<file path="src/rtl/core/bmp24_pkg.sv">
// shared types and constants for the 24-bit bmp stream decoder
`default_nettype none

package bmp24_pkg;

    typedef struct packed {
        logic [7:0] data_byte;
        logic       start_of_file;
    } t_item;

    typedef struct packed {
        logic        kind;
        logic [2:0]  error_code;
        logic [11:0] column;
        logic [11:0] row;
        logic [7:0]  red;
        logic [7:0]  green;
        logic [7:0]  blue;
        logic        last_pixel;
    } t_result;

    localparam logic KIND_PIXEL = 1'b0;
    localparam logic KIND_ERROR = 1'b1;

    localparam logic [2:0] ERR_NONE       = 3'd0;
    localparam logic [2:0] ERR_MAGIC      = 3'd1;
    localparam logic [2:0] ERR_PLANES     = 3'd2;
    localparam logic [2:0] ERR_DEPTH      = 3'd3;
    localparam logic [2:0] ERR_COMPRESSED = 3'd4;
    localparam logic [2:0] ERR_OFFSET     = 3'd5;
    localparam logic [2:0] ERR_SIZE       = 3'd6;

    localparam logic [15:0] MAGIC_BM     = 16'h4D42;
    localparam logic [15:0] PLANE_COUNT  = 16'd1;
    localparam logic [15:0] PIXEL_DEPTH  = 16'd24;
    localparam logic [31:0] HEADER_BYTES = 32'd34;

endpackage

`default_nettype wire

</file>
<file path="src/rtl/core/bmp24_in_reg.sv">
// input word register with stall toward the upstream side
`default_nettype none

module bmp24_in_reg
    import bmp24_pkg::*;
(
    input  wire   i_clk,
    input  wire   i_rst_n,
    input  wire   i_valid,
    input  t_item i_item,
    output logic  o_stall,
    input  wire   i_take,
    output logic  o_valid,
    output t_item o_item
);

    logic  r_valid;
    t_item r_item;

    assign o_stall = r_valid && !i_take;
    assign o_valid = r_valid;
    assign o_item  = r_item;

    always_ff @(posedge i_clk) begin
        if (!i_rst_n) begin
            r_valid <= 1'b0;
        end else if (!o_stall) begin
            r_valid <= i_valid;
        end
    end

    always_ff @(posedge i_clk) begin
        if (i_valid && !o_stall) begin
            r_item <= i_item;
        end
    end

endmodule

`default_nettype wire

</file>
<file path="src/rtl/core/bmp24_parse.sv">
// header parser, offset skip and pixel assembly with the decoder state
`default_nettype none

module bmp24_parse
    import bmp24_pkg::*;
#(
    parameter int MAX_WIDTH  = 4096,
    parameter int MAX_HEIGHT = 4096
) (
    input  wire     i_clk,
    input  wire     i_rst_n,
    input  wire     i_fire,
    input  t_item   i_item,
    output logic    o_res_valid,
    output t_result o_res
);

    localparam logic [2:0] PH_HEADER = 3'd0;
    localparam logic [2:0] PH_SKIP   = 3'd1;
    localparam logic [2:0] PH_PIXEL  = 3'd2;
    localparam logic [2:0] PH_PAD    = 3'd3;
    localparam logic [2:0] PH_IDLE   = 3'd4;

    localparam logic [31:0] POS_MAGIC  = 32'd1;
    localparam logic [31:0] POS_OFFSET = 32'd13;
    localparam logic [31:0] POS_WIDTH  = 32'd21;
    localparam logic [31:0] POS_HEIGHT = 32'd25;
    localparam logic [31:0] POS_PLANES = 32'd27;
    localparam logic [31:0] POS_DEPTH  = 32'd29;
    localparam logic [31:0] POS_LAST   = 32'd33;

    logic [2:0]  r_phase,  n_phase;
    logic [31:0] r_pos,    n_pos;
    logic [31:0] r_acc,    n_acc;
    logic [12:0] r_width,  n_width;
    logic [12:0] r_height, n_height;
    logic [31:0] r_offset, n_offset;
    logic [11:0] r_col,    n_col;
    logic [11:0] r_row,    n_row;
    logic [1:0]  r_comp,   n_comp;
    logic [7:0]  r_blue,   n_blue;
    logic [7:0]  r_green,  n_green;
    logic [1:0]  r_pad,    n_pad;

    logic       row_end;
    logic       last;
    logic [7:0] b;

    assign b = i_item.data_byte;

    always_comb begin
        if (i_item.start_of_file) begin
            n_phase  = PH_HEADER;
            n_pos    = '0;
            n_acc    = '0;
            n_width  = '0;
            n_height = '0;
            n_offset = '0;
            n_col    = '0;
            n_row    = '0;
            n_comp   = '0;
            n_blue   = '0;
            n_green  = '0;
            n_pad    = '0;
        end else begin
            n_phase  = r_phase;
            n_pos    = r_pos;
            n_acc    = r_acc;
            n_width  = r_width;
            n_height = r_height;
            n_offset = r_offset;
            n_col    = r_col;
            n_row    = r_row;
            n_comp   = r_comp;
            n_blue   = r_blue;
            n_green  = r_green;
            n_pad    = r_pad;
        end

        o_res_valid = 1'b0;
        o_res       = '0;

        row_end = ({1'b0, n_col} + 13'd1) >= n_width;
        last    = row_end && (({1'b0, n_row} + 13'd1) >= n_height);

        unique case (n_phase)
            PH_HEADER: begin
                n_acc = {b, n_acc[31:8]};
                if (n_pos == POS_MAGIC) begin
                    if (n_acc[31:16] != MAGIC_BM) begin
                        o_res_valid      = 1'b1;
                        o_res.kind       = KIND_ERROR;
                        o_res.error_code = ERR_MAGIC;
                        n_phase          = PH_IDLE;
                    end
                end else if (n_pos == POS_OFFSET) begin
                    n_offset = n_acc;
                end else if (n_pos == POS_WIDTH) begin
                    n_width = (n_acc == '0 || n_acc > 32'(MAX_WIDTH)) ? '0 : n_acc[12:0];
                end else if (n_pos == POS_HEIGHT) begin
                    n_height = (n_acc == '0 || n_acc > 32'(MAX_HEIGHT)) ? '0 : n_acc[12:0];
                end else if (n_pos == POS_PLANES) begin
                    if (n_acc[31:16] != PLANE_COUNT) begin
                        o_res_valid      = 1'b1;
                        o_res.kind       = KIND_ERROR;
                        o_res.error_code = ERR_PLANES;
                        n_phase          = PH_IDLE;
                    end
                end else if (n_pos == POS_DEPTH) begin
                    if (n_acc[31:16] != PIXEL_DEPTH) begin
                        o_res_valid      = 1'b1;
                        o_res.kind       = KIND_ERROR;
                        o_res.error_code = ERR_DEPTH;
                        n_phase          = PH_IDLE;
                    end
                end else if (n_pos == POS_LAST) begin
                    if (n_acc != '0) begin
                        o_res_valid      = 1'b1;
                        o_res.kind       = KIND_ERROR;
                        o_res.error_code = ERR_COMPRESSED;
                        n_phase          = PH_IDLE;
                    end else if (n_offset < HEADER_BYTES) begin
                        o_res_valid      = 1'b1;
                        o_res.kind       = KIND_ERROR;
                        o_res.error_code = ERR_OFFSET;
                        n_phase          = PH_IDLE;
                    end else if (n_width == '0 || n_height == '0) begin
                        o_res_valid      = 1'b1;
                        o_res.kind       = KIND_ERROR;
                        o_res.error_code = ERR_SIZE;
                        n_phase          = PH_IDLE;
                    end else begin
                        n_row = '0;
                        n_pad = '0;
                        if (n_offset == HEADER_BYTES) begin
                            n_col   = '0;
                            n_comp  = '0;
                            n_phase = PH_PIXEL;
                        end else begin
                            n_phase = PH_SKIP;
                        end
                    end
                end
                n_pos = n_pos + 32'd1;
            end
            PH_SKIP: begin
                n_pos = n_pos + 32'd1;
                if (n_pos == n_offset) begin
                    n_col   = '0;
                    n_comp  = '0;
                    n_phase = PH_PIXEL;
                end
            end
            PH_PIXEL: begin
                if (n_comp == 2'd0) begin
                    n_blue = b;
                    n_comp = 2'd1;
                end else if (n_comp == 2'd1) begin
                    n_green = b;
                    n_comp  = 2'd2;
                end else begin
                    o_res_valid      = 1'b1;
                    o_res.kind       = KIND_PIXEL;
                    o_res.error_code = ERR_NONE;
                    o_res.column     = n_col;
                    o_res.row        = 12'(n_height - 13'd1 - {1'b0, n_row});
                    o_res.red        = b;
                    o_res.green      = n_green;
                    o_res.blue       = n_blue;
                    o_res.last_pixel = last;
                    n_comp           = 2'd0;
                    if (last) begin
                        n_phase = PH_IDLE;
                    end else if (row_end) begin
                        n_row = n_row + 12'd1;
                        n_col = '0;
                        n_pad = n_width[1:0];
                        n_phase = (n_width[1:0] != 2'd0) ? PH_PAD : PH_PIXEL;
                    end else begin
                        n_col = n_col + 12'd1;
                    end
                end
            end
            PH_PAD: begin
                n_pad = n_pad - 2'd1;
                if (n_pad == 2'd0) begin
                    n_col   = '0;
                    n_comp  = '0;
                    n_phase = PH_PIXEL;
                end
            end
            default: begin
            end
        endcase
    end

    always_ff @(posedge i_clk) begin
        if (!i_rst_n) begin
            r_phase  <= PH_HEADER;
            r_pos    <= '0;
            r_acc    <= '0;
            r_width  <= '0;
            r_height <= '0;
            r_offset <= '0;
            r_col    <= '0;
            r_row    <= '0;
            r_comp   <= '0;
            r_blue   <= '0;
            r_green  <= '0;
            r_pad    <= '0;
        end else if (i_fire) begin
            r_phase  <= n_phase;
            r_pos    <= n_pos;
            r_acc    <= n_acc;
            r_width  <= n_width;
            r_height <= n_height;
            r_offset <= n_offset;
            r_col    <= n_col;
            r_row    <= n_row;
            r_comp   <= n_comp;
            r_blue   <= n_blue;
            r_green  <= n_green;
            r_pad    <= n_pad;
        end
    end

endmodule

`default_nettype wire

</file>
<file path="src/rtl/core/bmp24_out_reg.sv">
// result register toward the downstream side
`default_nettype none

module bmp24_out_reg
    import bmp24_pkg::*;
(
    input  wire     i_clk,
    input  wire     i_rst_n,
    input  wire     i_res_valid,
    input  t_result i_res,
    output logic    o_ready,
    output logic    o_valid,
    output t_result o_word,
    input  wire     i_stall
);

    logic    r_valid;
    t_result r_word;

    assign o_ready = !(r_valid && i_stall);
    assign o_valid = r_valid;
    assign o_word  = r_word;

    always_ff @(posedge i_clk) begin
        if (!i_rst_n) begin
            r_valid <= 1'b0;
        end else if (o_ready) begin
            r_valid <= i_res_valid;
        end
    end

    always_ff @(posedge i_clk) begin
        if (o_ready && i_res_valid) begin
            r_word <= i_res;
        end
    end

endmodule

`default_nettype wire

</file>
<file path="src/rtl/core/bmp_24bit_stream_decoder.sv">
// top level of the 24-bit bmp stream decoder
//
//   channel   direction  handshake                 payload
//   input     in         i_in_valid / o_in_stall   i_in_word  (byte, start of file)
//   output    out        o_out_valid / i_out_stall o_out_word (pixel or error)
//
// one byte per clock while no stall holds the flow; a taken byte's result enters the result register when it is ready
// the per-byte work is one pass through the parser between input and result registers
// at most one result per byte; skipped bytes, padding and header bytes without an error give none
// reset is synchronous, active low, and clears all control and parser state
// a stalled result holds while at most one more byte is taken into the input register
`default_nettype none

module bmp_24bit_stream_decoder
    import bmp24_pkg::*;
#(
    parameter int MAX_WIDTH  = 4096,
    parameter int MAX_HEIGHT = 4096
) (
    input  wire     i_clk,
    input  wire     i_rst_n,
    input  wire     i_in_valid,
    input  t_item   i_in_word,
    output logic    o_in_stall,
    output logic    o_out_valid,
    output t_result o_out_word,
    input  wire     i_out_stall
);

    logic    item_valid;
    t_item   item;
    logic    ready;
    logic    res_valid;
    t_result res;

    bmp24_in_reg u_in_reg (
        .i_clk   (i_clk),
        .i_rst_n (i_rst_n),
        .i_valid (i_in_valid),
        .i_item  (i_in_word),
        .o_stall (o_in_stall),
        .i_take  (ready),
        .o_valid (item_valid),
        .o_item  (item)
    );

    bmp24_parse #(
        .MAX_WIDTH  (MAX_WIDTH),
        .MAX_HEIGHT (MAX_HEIGHT)
    ) u_parse (
        .i_clk       (i_clk),
        .i_rst_n     (i_rst_n),
        .i_fire      (item_valid && ready),
        .i_item      (item),
        .o_res_valid (res_valid),
        .o_res       (res)
    );

    bmp24_out_reg u_out_reg (
        .i_clk       (i_clk),
        .i_rst_n     (i_rst_n),
        .i_res_valid (res_valid && item_valid),
        .i_res       (res),
        .o_ready     (ready),
        .o_valid     (o_out_valid),
        .o_word      (o_out_word),
        .i_stall     (i_out_stall)
    );

endmodule

`default_nettype wire
</file>
<file path="config.mk">
export PLATFORM = sky130hd
export DESIGN_NAME = bmp_24bit_stream_decoder
export DESIGN_NICKNAME = d
export VERILOG_FILES = /design/src/rtl/core/bmp24_pkg.sv /design/src/rtl/core/bmp24_in_reg.sv /design/src/rtl/core/bmp24_parse.sv /design/src/rtl/core/bmp24_out_reg.sv /design/src/rtl/core/bmp_24bit_stream_decoder.sv
export SDC_FILE = /design/constraint.sdc
export NUM_CORES = 1
export LEC_CHECK = 0
export BUFFER_PORTS_ARGS = -buffer_cell sky130_fd_sc_hd__buf_4
export CAP_MARGIN = 0
export CORE_ASPECT_RATIO = 1.75
export CORE_MARGIN = 3
export CORE_UTILIZATION = 55
export CTS_CLUSTER_SIZE = 8
export DETAILED_ROUTE_END_ITERATION = 10
export HOLD_SLACK_MARGIN = 0.05
export PLACE_DENSITY_LB_ADDON = 0.2
export SLEW_MARGIN = 20
export SYNTH_ARGS = -nofsm -noshare
export SYNTH_HDL_FRONTEND = slang
export SYNTH_HIERARCHICAL = 1
export SYNTH_SLANG_ARGS = --single-unit
</file>
<file path="constraint.sdc">
create_clock -name i_clk -period 7 [get_ports i_clk]
set_input_delay 0.7 -clock i_clk [delete_from_list [all_inputs] [get_ports i_clk]]
set_output_delay 0.7 -clock i_clk [all_outputs]
set_load 0.01 [all_outputs]
</file>
# Word-level counts from Yosys, hierarchy flattened
# Index checks and enable logic that the tools add are counted.
totals:
  romBits: 0
  input_bits: 13
  mem_bits_rw: 0
  regBits: 225
  latch_bits: 0
  memories: 0
  output_inout_bits: 55
  word_cells: 224
op_classes:
  n_shift: 0
  bitwise: 1
  n_mux: 150
  n_reduce_logical: 21
  n_mul: 0
  div: 0
  n_eq_ne: 16
  n_lt_le_gt_ge: 4
  addsub: 8
ops:
  columns: ["operator", "count"]
  rows:
  - ["12-bit 2-to-1 mux", 33]
  - ["32-bit 2-to-1 mux", 8]
  - ["13-bit 2-to-1 mux", 12]
  - ["32-bit by 5-bit equality test with 1-bit output (second input constant)", 4]
  - ["32-bit by 6-bit equality test with 1-bit output (second input constant)", 2]
  - ["2-bit 2-to-1 mux", 32]
  - ["3-bit 2-to-1 mux", 20]
  - ["8-bit 2-to-1 mux", 7]
  - ["53-bit 2-to-1 mux", 1]
  - ["4-bit 2-to-1 mux", 13]
  - ["49-bit 2-to-1 mux", 1]
  - ["12-bit one-hot mux with 4 select lines", 1]
  - ["32-bit by 1-bit adder with 32-bit output (second input constant)", 1]
  - ["32-bit by 1-bit equality test with 1-bit output (second input constant)", 1]
  - ["32-bit equality test", 1]
  - ["32-bit by 4-bit equality test with 1-bit output (second input constant)", 1]
  - ["32-bit by 13-bit greater-than comparator with 1-bit output (second input constant)", 1]
  - ["32-bit logical NOT", 1]
  - ["32-bit by 6-bit < comparator with 1-bit output (second input constant)", 1]
  - ["32-bit nonzero test", 1]
  - ["12-bit by 1-bit adder with 13-bit output (second input constant)", 2]
  - ["13-bit >= comparator", 2]
  - ["13-bit logical NOT", 2]
  - ["12-bit by 1-bit adder with 12-bit output (second input constant)", 2]
  - ["25 further kinds", 50]

# Longest topological paths before layout
# Gate-level depths: netlist of the first run.
logic_depth:
  word_depth: 16
  ltp_mapped: 25

# Cells and area by module
# The synthesis of the first run kept the hierarchy.
by_module_without_submodules:
  columns: ["module", "cells_each", "n_inst", "area_per_inst_um2"]
  rows:
  - ["bmp24_parse", 1529, 1, 11436.0]
  - ["bmp24_out_reg", 58, 1, 1632.8]
  - ["bmp24_in_reg", 13, 1, 317.8]
  - ["bmp_24bit_stream_decoder", 2, 1, 12.5]

# Worst setup path before layout of the first run
# No wires, ideal clock.
synth_path:
  path_type: "register to register"
  startpoint: "register u_in_reg.r_item (netlist bit u_in_reg/o_item[0])"
  endpoint: "register u_parse.r_row[5]"
  t_arrival_ps: 5055
  n_path_buf: 6
  path_stages_with_launch: 25
  path_slack_ps: 1830
  synth_period_minus_slack_ps: 5170
  setup_ps: 115
  required_time_ps: 6885
  cell_sequence: "edfxtp_1 buf_2 inv_2 clkbuf_1 buf_1 clkbuf_1 buf_1 nand2_1 inv_1 ha_1 nand4_1 nor2_1 and3_1 and4_1 ha_1 nand2_1 nor4_1 a211o_1 a21oi_1 o21ai_0 a2111oi_2 clkbuf_1 mux2i_1 o2bb2ai_1 and2_1"
synth_between:
  elab_chain_len: 14
synth_rtl:
  columns: ["element", "line_no", "text"]
  rows:
  - ["start: declaration", "bmp24_in_reg.sv:18", "t_item r_item;"]
  - ["start signal: assignment", "bmp24_in_reg.sv:34", "r_item <= i_item;"]
  - ["branches (longest 13 deep; another with 32-bit by 6-bit < comparator with 1-bit output)", null, null]
  - ["12-bit one-hot mux with 2 select lines (*)", "bmp24_parse.sv:86", "unique case (n_phase)"]
  - ["end signal: assignment", "bmp24_parse.sv:219", "r_row <= n_row;"]
  - ["end: declaration", "bmp24_parse.sv:39", "logic [11:0] r_row, n_row;"]
# Every way passes the cells marked *. The select of a mux whose other input is x is not followed.
# A chain may end at the register's enable or synchronous reset.

# Worst setup path after layout of the first run
layout_path:
  startpoint: "register u_in_reg.r_item (netlist bit u_in_reg/o_item[0])"
  endpoint: "register u_parse.r_row[6]"
# Same word-level chain as after synthesis.

==> results of run 1 <==
[state kept, by name (all words and copies together) (netlist names), 3 cells and up]
signal	count
u_in_reg/o_item	9
u_out_reg/o_word	53
u_parse/r_acc	24
u_parse/r_blue	8
u_parse/r_col	12
u_parse/r_green	8
u_parse/r_height	13
u_parse/r_offset	32
u_parse/r_phase	3
u_parse/r_pos	32
u_parse/r_row	12
u_parse/r_width	13
[metrics by stage]
step	power, W	std cells	hold slack, ps	area [um2]
final	0.00301	1934	356	14900
after global routing	0.00309	1934	341	14900
after CTS	0.00302	1934	336	14900
after detailed placement	0.00155	1882	473	14000
after global placement	0.00154	1882	466	13900
after floorplan	0.00149	1602	450	13400
[cell usage after synthesis, types with 9 or more instances]
| cell type | count | share of area |
|---|---|---|
| a21boi_0 | 20 | 0.011 |
| a21oi_1 | 69 | 0.026 |
| a22oi_1 | 89 | 0.050 |
| a31oi_1 | 18 | 0.0084 |
| a32oi_1 | 9 | 0.0059 |
| a41oi_1 | 9 | 0.0059 |
| and2_1 | 11 | 0.0051 |
| and3_1 | 53 | 0.025 |
| buf_2 | 22 | 0.0082 |
| clkbuf_1 | 74 | 0.021 |
| dfxtp_1 | 163 | 0.24 |
| edfxtp_1 | 62 | 0.14 |
| ha_1 | 42 | 0.039 |
| inv_1 | 45 | 0.013 |
| nand2_1 | 146 | 0.041 |
| nand2b_1 | 16 | 0.0075 |
| nand3_1 | 36 | 0.013 |
| nand4_1 | 31 | 0.014 |
| nor2_1 | 170 | 0.048 |
| nor2b_1 | 69 | 0.032 |
| nor3_1 | 54 | 0.020 |
| nor4_1 | 40 | 0.019 |
| o211ai_1 | 12 | 0.0067 |
| o21a_1 | 10 | 0.0056 |
| o21ai_0 | 86 | 0.032 |
| o21ai_1 | 9 | 0.0034 |
| o31ai_1 | 10 | 0.0056 |
| xnor2_1 | 40 | 0.026 |
| xor2_1 | 21 | 0.014 |
[cells by family (layout without fill, tap and decap cells)]
logic type / Yosys count / in the layout / synth area share
AND/OR/NAND/NOR: 702 / 702 / 0.278
XOR/XNOR: 62 / 62 / 0.0416
multiplexers: 10 / 10 / 0.00784
buffers and inverters: 155 / 179 / 0.0472
adder cells (fa/ha/maj): 43 / 43 / 0.0407
flip-flops: 225 / 225 / 0.382
AO/OA/AOI/OAI: 405 / 405 / 0.203
[worst max-delay path: stages (launching register included)]
cell and delay, ps:
edfxtp_1 440, inv_2 440, nand2_1 200, inv_1 140, ha_1 270, nand3_1 180, nor3_1 600, and3_1 280
and3_1 230, xnor2_1 100, ha_1 350, nand4_1 110, nor4_1 460, a211oi_1 180, a2111oi_2 360, buf_4 280
nand2_1 120, or4_1 440, a21boi_0 170
[layout by cell type, fill, tap and decap left out, types with 20 or more instances in the layout]
| cell | instances |
|---|---|
| xor2_1 | 21 |
| nor3_1 | 52 |
| nor2_1 | 170 |
| o21ai_0 | 86 |
| a21oi_1 | 69 |
| and3_1 | 53 |
| a21boi_0 | 20 |
| xnor2_1 | 40 |
| nor4_1 | 40 |
| ha_1 | 42 |
| nand4_1 | 31 |
| dfxtp_1 | 163 |
| nor2b_1 | 69 |
| inv_1 | 45 |
| nand2_1 | 146 |
| clkbuf_16 | 34 |
| edfxtp_1 | 62 |
| nand3_1 | 36 |
| a22oi_1 | 89 |
| buf_4 | 79 |
[per-layer routing]
layer | wire length [um] | vias to the layer above | track usage
li1 | - | 5889 | -
met1 | 15200 | 6065 | 0.341
met2 | 22100 | 560 | 0.579
met3 | 2260 | 198 | 0.0429
met4 | 3430 | 0 | 0.237
met5 | 0 | - | 0
[how the worst min path moves through the flow]
stage / endpoint / startpoint / slack [ps]
3_3_place_gp: u_parse/r_row[4] / u_parse/r_row[4] / 470
4_1_cts: u_in_reg/o_item[3] / i_in_word[3] / 340
6_report: u_in_reg/o_item[1] / i_in_word[1] / 360
5_1_grt: u_in_reg/o_item[1] / i_in_word[1] / 340
3_5_place_dp: u_parse/r_height[4] / u_parse/r_height[4] / 470
2_1_floorplan: u_parse/r_height[4] / u_parse/r_height[4] / 450
[where the power goes]
| group | total (W) | switching, W | leakage [nW] | internal, W |
|---|---|---|---|---|
| combinational | 0.000159 | 0.000115 | 3.14 | 0.0000438 |
| clock | 0.00148 | 0.000590 | 0.456 | 0.000892 |
| sequential | 0.00137 | 0.0000186 | 1.95 | 0.00135 |
[cell type report]
type / instances / area (um2)
timing repair buffer: 80 / 613
clock inverter: 4 / 42.5
inverter: 47 / 176
fill: 2215 / 9120
tap: 308 / 385
sequential: 225 / 5120
multi-input combinational: 1222 / 7660
clock buffer: 48 / 903
==> impl_results.md, run 1 <==
* Status: finished, final reports clean
* Hold Path Depth at 1
* Die area at 26,300 um2
* FF-to-FF End: u_parse/r_row[6]
* # diodes at 0
* 1st-pass router iterations at 5
* Setup WS post-layout at 1560 ps
* Worst slew margin at 0.245
* Clock sinks at 225
* First-pass GRT wire length at 67,000 um
* GP Congestion at 0.963
* Total CTS buffers at 34
* Clock slew at reported path FFs at 50 ps
* Depth of the most critical reg-to-reg path at 18
* Site Rows at 75
* Syn. warnings at 6
* Core ar. at 24,000 um2
* Worst Path Required at 7440 ps
* Post-CTS Setup Bufs at 0
* Post-synthesis sequential area ratio at 0.382
* Crit-path max FO at 24
* Final core occ at 0.620
* Vias in the first global route at 12,500
* CTS tree: yes
* Min Tclk post-route at 5440 ps
* Ports at 68
* Critical path origin: u_in_reg/o_item[0]
* Initial antenna violation count at 0
* Routed len/inst at 22.2 um
* Residual DRC count at 0
* Reg-to-Reg Start: u_in_reg/o_item[0]
* Setup slack, reg-to-reg at 1560 ps
* Setup Crit Path Kind: register to register
* Synth-to-Final Area Change at 11.2%
* Netlist Area Pre-Place at 13,400 um2
* Hold Vio Cnt, Final at 0
* Setup tns final at 0 ps
* CP endpoint: u_parse/r_row[6]
* Crit start category: register
* Largest net degree at the start of global routing at 114
* Slew @ Worst Pin at 1130 ps
* Total of max-cap violations at 0
* Port buffer count at 67
* Via count at 12,700
* CP Capture Type: register
* Cells after synthesis at 1,602
* Tcrit/Tclk final at 0.777
* Leak at 5.55 nW
* H-tree levels at 2
* Pwr per Cell Area at 202 nW/um2
* Initial DRC Count at 1,124
* CP arrival at 5880 ps
* Post-CTS resize count at 0
* Root buf cell: clkbuf_16
* Yosys cell types at 94
* Clock Latency Late Sink at 520 ps
* Setup Viol. Count Final at 0
* Hold buffer count at CTS at 0
* Share of layout cells above drive strength 1 at 0.102
* Initial Util at 0.558
* FMAX at 0.184 GHz
* RSZ-0062 raised after global routing: no
* Ys async rst share at 0
* GRT overflow at 0
* Peak supply drop at 0.185 mV
* Gr usage total at 0.325
* Final ANT Viol Nets at 0
* Main synth FF type: dfxtp_1
* Pre-CTS setup slack at 1720 ps
* Mean Syn Cell Area at 8.36 um2
* EDFF count, synth at 62
* Fin. max-slew vios at 0
* Max clock buf depth at 3
* Die X at 124 um
* Vias per cell at 6.57
* Fin nets at 1,666
* Drt total wl at 43,000 um
* Number of synthesized register bits at 225
* Tightest Hold Check Type: input port to register
* DPL Wire Length at 30,500 um
* Clk_skew at 19.0 ps
* Syn Nets at 1,658
* Die Span Y at 212 um
(Power assumes the default switching activity.)
==> inputs of run 2 (changes only) <==
--- a/config.mk
+++ b/config.mk
@@ -5,6 +5,7 @@
 export SDC_FILE = /design/constraint.sdc
 export NUM_CORES = 1
 export LEC_CHECK = 0
+export ABC_AREA = 1
 export BUFFER_PORTS_ARGS = -buffer_cell sky130_fd_sc_hd__buf_4
 export CAP_MARGIN = 0
 export CORE_ASPECT_RATIO = 1.75
==> constraint.sdc (replaced) <==
create_clock -name i_clk -period 5.2 [get_ports i_clk]
set_input_delay 0.52 -clock i_clk [delete_from_list [all_inputs] [get_ports i_clk]]
set_output_delay 0.52 -clock i_clk [all_outputs]
set_load 0.01 [all_outputs]
==> impl_results.md, run 2 <==
* Top post-synthesis cells by area: dfxtp_1, nand2_1, edfxtp_1 (was dfxtp_1, edfxtp_1, a22oi_1)
* Vias in the first global route at 15,900 (was 12,500)
* Die area at 30,300 um2 (was 26,300 um2)
* Peak supply drop at 0.243 mV (was 0.185 mV)
* Setup Crit Path Kind: register to register (unchanged)
* Syn Nets at 2,468 (was 1,658)
* GP Congestion at 1.04 (was 0.963)
* Initial Util at 0.562 (was 0.558)
* Mean Syn Cell Area at 6.41 um2 (was 8.36 um2)
* Largest net degree at the start of global routing at 98 (was 114)
* Tcrit/Tclk final at 0.893 (was 0.777)
* Slew @ Worst Pin at 1170 ps (was 1130 ps)
* Die X at 133 um (was 124 um)
* CP arrival at 5090 ps (was 5880 ps)
* Via count at 16,500 (was 12,700)
* Ys async rst share at 0 (unchanged)
* Pwr per Cell Area at 261 nW/um2 (was 202 nW/um2)
* Pre-CTS setup slack at 731 ps (was 1720 ps)
* Clock sinks at 225 (unchanged)
* Depth of the most critical reg-to-reg path at 25 (was 18)
* Multi-input gate area at 8660 um2 (was 7660 um2)
* Post-CTS Setup Bufs at 0 (unchanged)
* Max clock buf depth at 3 (unchanged)
* Total CTS buffers at 34 (unchanged)
* Share of layout cells above drive strength 1 at 0.0809 (was 0.102)
* Site Rows at 80 (was 75)
* Crit-path max FO at 22 (was 24)
* # diodes at 0 (unchanged)
* Worst slew margin at 0.219 (was 0.245)
* Synth-to-Final Area Change at 10.8% (was 11.2%)
* Yosys top cell area share at 0.211 (was 0.244)
* Top post-synthesis cells by count: nand2_1, inv_1, nor2_1, a21oi_1, dfxtp_1 (was nor2_1, dfxtp_1, nand2_1, a22oi_1, o21ai_0)
* Residual DRC count at 0 (unchanged)
* Vias per cell at 5.88 (was 6.57)
* Reg-to-Reg Start: u_in_reg/o_item[0] (unchanged)
* Final ANT Viol Nets at 0 (unchanged)
* Worst Path Required at 5640 ps (was 7440 ps)
* 1st-pass router iterations at 8 (was 5)
* Hold Vio Cnt, Final at 0 (unchanged)
* CTS tree: yes (unchanged)
* Netlist Area Pre-Place at 15,500 um2 (was 13,400 um2)
* Routed len/inst at 18.9 um (was 22.2 um)
* Number of synthesized register bits at 225 (unchanged)
* Min Tclk post-route at 4640 ps (was 5440 ps)
* Total of max-cap violations at 0 (unchanged)
* Post-CTS resize count at 0 (unchanged)
* Worst Hold Slack at 167 ps (was 356 ps)
* Hold buffer count at CTS at 0 (unchanged)
* Clock Latency Late Sink at 530 ps (was 520 ps)
* Cells after synthesis at 2,412 (was 1,602)
* Post-synth top area cell: dfxtp_1 (unchanged)
* Fin nets at 2,488 (was 1,666)
* Most common cell in the netlist: nand2_1 (was nor2_1)
* DP Area at 16,200 um2 (was 14,000 um2)
* Syn. warnings at 6 (unchanged)
* Port buffer count at 67 (unchanged)
* Initial antenna violation count at 0 (unchanged)
* Design Area, Final at 17,100 um2 (was 14,900 um2)
* CP Capture Type: register (unchanged)
* Setup slack, reg-to-reg at 560 ps (was 1560 ps)
* Root buf cell: clkbuf_16 (unchanged)
* Clk_skew at 22.1 ps (was 19.0 ps)
* Setup Viol. Count Final at 0 (unchanged)
* Die Span Y at 228 um (was 212 um)
* H-tree levels at 2 (unchanged)
* RSZ-0062 raised after global routing: no (unchanged)
* Setup WS post-layout at 557 ps (was 1560 ps)
* FF-to-FF End: u_parse/r_row[5] (was u_parse/r_row[6])
* Hold Path Depth at 1 (unchanged)
* Ports at 68 (unchanged)
* Main synth FF type: dfxtp_1 (unchanged)
* Yosys cell types at 53 (was 94)
* Fin. max-slew vios at 0 (unchanged)
* Setup tns final at 0 ps (unchanged)
* Tightest Hold Check Type: input port to register (unchanged)
* Status: finished, final reports clean (unchanged)
* Most common cell after layout, fill and taps aside: nand2_1 (was nor2_1)
* Max reg flops at 53 (unchanged)
* First-pass GRT wire length at 82,800 um (was 67,000 um)
* Post-synthesis sequential area ratio at 0.331 (was 0.382)
* Clock slew at reported path FFs at 60 ps (was 50 ps)
* Drt total wl at 53,100 um (was 43,000 um)
* EDFF count, synth at 62 (unchanged)
* FMAX at 0.215 GHz (was 0.184 GHz)
* Core ar. at 27,500 um2 (was 24,000 um2)
* Hold path startpoint: i_in_word[6] (was i_in_word[1])
* Filler instances at 2,657 (was 2,215)
* DPL Wire Length at 38,400 um (was 30,500 um)
* Crit start category: register (unchanged)
* Hold Path Sink: u_in_reg/o_item[6] (was u_in_reg/o_item[1])
* GRT overflow at 0 (unchanged)
* Commonest cells after routing, fill and taps aside: nand2_1, inv_1, a21oi_1 (was nor2_1, dfxtp_1, nand2_1)
* Gr usage total at 0.339 (was 0.325)
* FF+latch area at 5120 um2 (unchanged)
* Initial DRC Count at 1,699 (was 1,124)
* Leak at 7.67 nW (was 5.55 nW)
## run 2: how the worst max path moves through the flow
stage | startpoint | end | slack, ps
floorplan | u_in_reg/o_item[0] | u_parse/r_row[2] | 730
detailed placement | u_in_reg/o_item[0] | u_parse/r_row[5] | 730
global route | u_in_reg/o_item[0] | u_parse/r_row[5] | 210
finish | u_in_reg/o_item[0] | u_parse/r_row[5] | 560
global placement | u_in_reg/o_item[0] | u_parse/r_row[5] | 810
CTS | u_in_reg/o_item[0] | u_parse/r_row[5] | 690
## run 2: logic make-up after synthesis
family / count (synthesis) / synth area share
AOI/OAI and AO/OA: 531 / 0.188
xor gates and xnor gates: 24 / 0.0154
adders and majority gates: 43 / 0.0353
buffers and inverters: 425 / 0.111
DFF: 225 / 0.331
and+or+nand+nor: 1164 / 0.320
## run 2: final cells by class
class                           count  share of cell area
Multi-Input combinational cell   1762               0.505
Tap cell                          369              0.0269
Sequential cell                   225               0.299
Timing Repair Buffer               99              0.0448
Clock inverter                      3             0.00241
Inverter                          310              0.0683
Clock buffer                       47              0.0537
## run 2: routing by layer
layer  part of all wire  up-vias  track usage
li1                   -     8002            -
met1               0.34     7509        0.350
met2               0.50      770        0.599
met3              0.060      267       0.0437
met4              0.098        0        0.285
met5                  0        -            0
## run 2: critical path: stages, from the launching register on
cell and delay [ps]:
edfxtp_1 540, buf_4 320, nor2_1 390, nand4_1 210, nor2_1 200, nand3_1 150
nor3_2 150, xnor2_1 140, inv_1 80, ha_1 310, nand2_1 80, nor3_1 220
o21ai_0 110, nand3_1 240, clkinv_1 100, buf_4 180, nor2_1 120, buf_4 230
nand2_1 140, inv_1 120, nand2_1 60, nand2_1 60, nand3_1 80, o211ai_1 100
nand2_1 70, a21oi_1 160
## run 2: stage by stage
stage | std cells | total power, W | util
after floorplan | 2412 | 0.00229 | -
after global placement | 2765 | 0.00245 | 0.588
after detailed placement | 2765 | 0.00246 | 0.588
after CTS | 2815 | 0.00449 | 0.623
after global routing | 2815 | 0.00464 | 0.623
final | 2815 | 0.00447 | 0.623
## run 2: power breakdown
part | internal, W | switching [W] | total [W]
clock network | 0.00122 | 0.000807 | 0.00203
logic | 0.000149 | 0.000418 | 0.000567
registers | 0.00184 | 0.0000315 | 0.00187
==> inputs of run 3 (changes only) <==
--- a/config.mk
+++ b/config.mk
@@ -13,9 +13,10 @@
 export CORE_UTILIZATION = 55
 export CTS_CLUSTER_SIZE = 8
 export DETAILED_ROUTE_END_ITERATION = 10
+export GPL_TIMING_DRIVEN = 0
 export HOLD_SLACK_MARGIN = 0.05
-export PLACE_DENSITY_LB_ADDON = 0.2
-export SLEW_MARGIN = 20
+export PLACE_DENSITY = 0.72
+export SLEW_MARGIN = 5
 export SYNTH_ARGS = -nofsm -noshare
 export SYNTH_HDL_FRONTEND = slang
 export SYNTH_HIERARCHICAL = 1
==> impl_results.md, run 3 (same netlist as run 2, synthesis figures left out) <==
* Status: finished, final reports clean (unchanged)
* Routed len/inst at 23.0 um (was 18.9 um)
* First-pass GRT wire length at 98,700 um (was 82,800 um)
* Final ANT Viol Nets at 0 (unchanged)
* GRT overflow at 0 (unchanged)
* Most common cell after layout, fill and taps aside: nand2_1 (unchanged)
* Reg-to-Reg Start: u_in_reg/o_item[0] (unchanged)
* Tightest Hold Check Type: input port to register (unchanged)
* Drt total wl at 66,700 um (was 53,100 um)
* DPL Wire Length at 50,700 um (was 38,400 um)
* Commonest cells after routing, fill and taps aside: nand2_1, inv_1, a21oi_1 (unchanged)
* FF+latch area at 5120 um2 (unchanged)
* H-tree levels at 2 (unchanged)
* GP Congestion at 1.10 (was 1.04)
* Setup slack, reg-to-reg at 150 ps (was 560 ps)
* Sequential Power Share at 0.405 (was 0.419)
* Hold path startpoint: i_in_word[5] (was i_in_word[6])
* Share of layout cells above drive strength 1 at 0.0798 (was 0.0809)
* 1st-pass router iterations at 8 (unchanged)
* Crit-path max FO at 19 (was 22)
* Peak supply drop at 0.252 mV (was 0.243 mV)
* Pwr per Cell Area at 263 nW/um2 (was 261 nW/um2)
* Initial DRC Count at 1,932 (was 1,699)
* Via count at 17,900 (was 16,500)
* Pre-CTS setup slack at -1240 ps (was 731 ps)
* Placed Cells at 2,849 (was 2,765)
* Hold Path Sink: u_in_reg/o_item[5] (was u_in_reg/o_item[6])
* Hold buffer count at CTS at 0 (unchanged)
* Total CTS buffers at 34 (unchanged)
* Die area at 30,300 um2 (unchanged)
* Largest net degree at the start of global routing at 29 (was 98)
* Port buffer count at 67 (unchanged)
* Leak at 7.78 nW (was 7.67 nW)
* FF-to-FF End: u_parse/r_row[4] (was u_parse/r_row[5])
* Vias per cell at 6.18 (was 5.88)
* Fin nets at 2,572 (was 2,488)
* Multi-input gate area at 8710 um2 (was 8660 um2)
* NetSw at 0.00137 W (was 0.00126 W)
* Fin. max-slew vios at 0 (unchanged)
* Crit start category: register (unchanged)
* Clock sinks at 225 (unchanged)
* Setup Crit Path Kind: register to register (unchanged)
* Slew @ Worst Pin at 961 ps (was 1170 ps)
* Max clock buf depth at 3 (unchanged)
* Hold Vio Cnt, Final at 0 (unchanged)
* CP arrival at 5450 ps (was 5090 ps)
* Pwr Total at 0.00462 W (was 0.00447 W)
* Worst Path Required at 5590 ps (was 5640 ps)
* Combinational share of power at 0.147 (was 0.127)
* Setup tns final at 0 ps (unchanged)
* Die X at 133 um (unchanged)
* CTS tree: yes (unchanged)
* Max reg flops at 53 (unchanged)
* FMAX at 0.198 GHz (was 0.215 GHz)
* Residual DRC count at 0 (unchanged)
* Clk network pwr share at 0.448 (was 0.454)
* Tcrit/Tclk final at 0.972 (was 0.893)
* Setup Viol. Count Final at 0 (unchanged)
* Die Span Y at 228 um (unchanged)
* Filler instances at 2,588 (was 2,657)
* CP Capture Type: register (unchanged)
* Initial antenna violation count at 2 (was 0)
* Final std cells w/o fill at 2,905 (was 2,815)
* Clk_skew at 14.6 ps (was 22.1 ps)
* Hold Path Depth at 1 (unchanged)
* Depth of the most critical reg-to-reg path at 23 (was 25)
* Total of max-cap violations at 0 (unchanged)
* Initial Util at 0.562 (unchanged)
* Clock Latency Late Sink at 530 ps (about the same)
* Gr usage total at 0.425 (was 0.339)
* Setup WS post-layout at 146 ps (was 557 ps)
* Sw Share at 0.297 (was 0.281)
* Min Tclk post-route at 5050 ps (was 4640 ps)
* Int Power at 0.00325 W (was 0.00321 W)
* Root buf cell: clkbuf_16 (unchanged)
* Core ar. at 27,500 um2 (unchanged)
* Clock slew at reported path FFs at 50 ps (was 60 ps)
* Synth-to-Final Area Change at 13.3% (was 10.8%)
* Vias in the first global route at 17,300 (was 15,900)
* Ports at 68 (unchanged)
* Worst slew margin at 0.358 (was 0.219)
* Site Rows at 80 (unchanged)
* Final core occ at 0.637 (was 0.623)
-- run 3: area by class of cell --
type,count,area share
multi-input cells,1762,0.497
diodes,4,0.000571
well taps,369,0.0263
clock buffers,49,0.0535
clock inverters,3,0.00228
flip-flops and latches,225,0.292
plain buffers,114,0.0315
repair buffers,69,0.0303
inverters,310,0.0668
-- run 3: worst max-delay path, cell delays in order (launching register included) --
cell      delay, ps
edfxtp_1        380
buf_6           190
buf_4           230
buf_4           240
buf_4           270
nor2_1          290
ha_1            240
nand3_1         140
nand3b_1        270
nor2_1          230
xor2_1          170
inv_1            80
ha_1            330
a21oi_1         180
o21ai_0         110
a21oi_1         130
nand3_1         320
nor2_4          270
clkbuf_4        240
o21ai_0          80
o21ai_0         190
o211ai_1        130
nand2_1         110
a21oi_1          70
-- run 3: timing repair --
action,in CTS,in global routing
gates resized for setup,11,12
endpoints found under the setup margin,30,32
buffers inserted,1,0
pin swaps,2,1
-- run 3: routing by layer --
metal	routed length [um]	vias up	GRT usage
met3	5540	475	0.0882
li1	-	8174	-
met2	32100	1161	0.726
met4	8400	2	0.444
met1	20600	8131	0.401
met5	15	-	0
-- run 3: metrics by stage --
| stage | hold slack, ps | area, um2 |
|---|---|---|
| detailed placement | 452 | 16500 |
| floorplan | 441 | 15500 |
| global placement | 450 | 16400 |
| finish | 173 | 17500 |
| CTS | 163 | 17500 |
| global route | 168 | 17500 |
-- run 3: worst max path at each step --
stage | from | end | slack, ps | cells past startpoint
global route | u_in_reg/o_item[0] | u_parse/r_pad[1] | -8 | 25
global placement | u_in_reg/o_item[0] | u_parse/r_row[2] | -1130 | 26
detailed placement | u_in_reg/o_item[0] | u_parse/r_row[4] | -1240 | 26
floorplan | u_in_reg/o_item[0] | u_parse/r_row[2] | 730 | 26
CTS | u_in_reg/o_item[0] | u_parse/r_row[4] | 90 | 25
finish | u_in_reg/o_item[0] | u_parse/r_row[4] | 150 | 23
-- run 3: power groups by stage --
stage,clock network (W),registers (W),logic [W]
after CTS,0.00208,0.00187,0.000636
after detailed placement,0,0.00190,0.000624
final,0.00207,0.00187,0.000677
after global placement,0,0.00190,0.000613
after global routing,0.00216,0.00187,0.000713
after floorplan,0,0.00190,0.000396
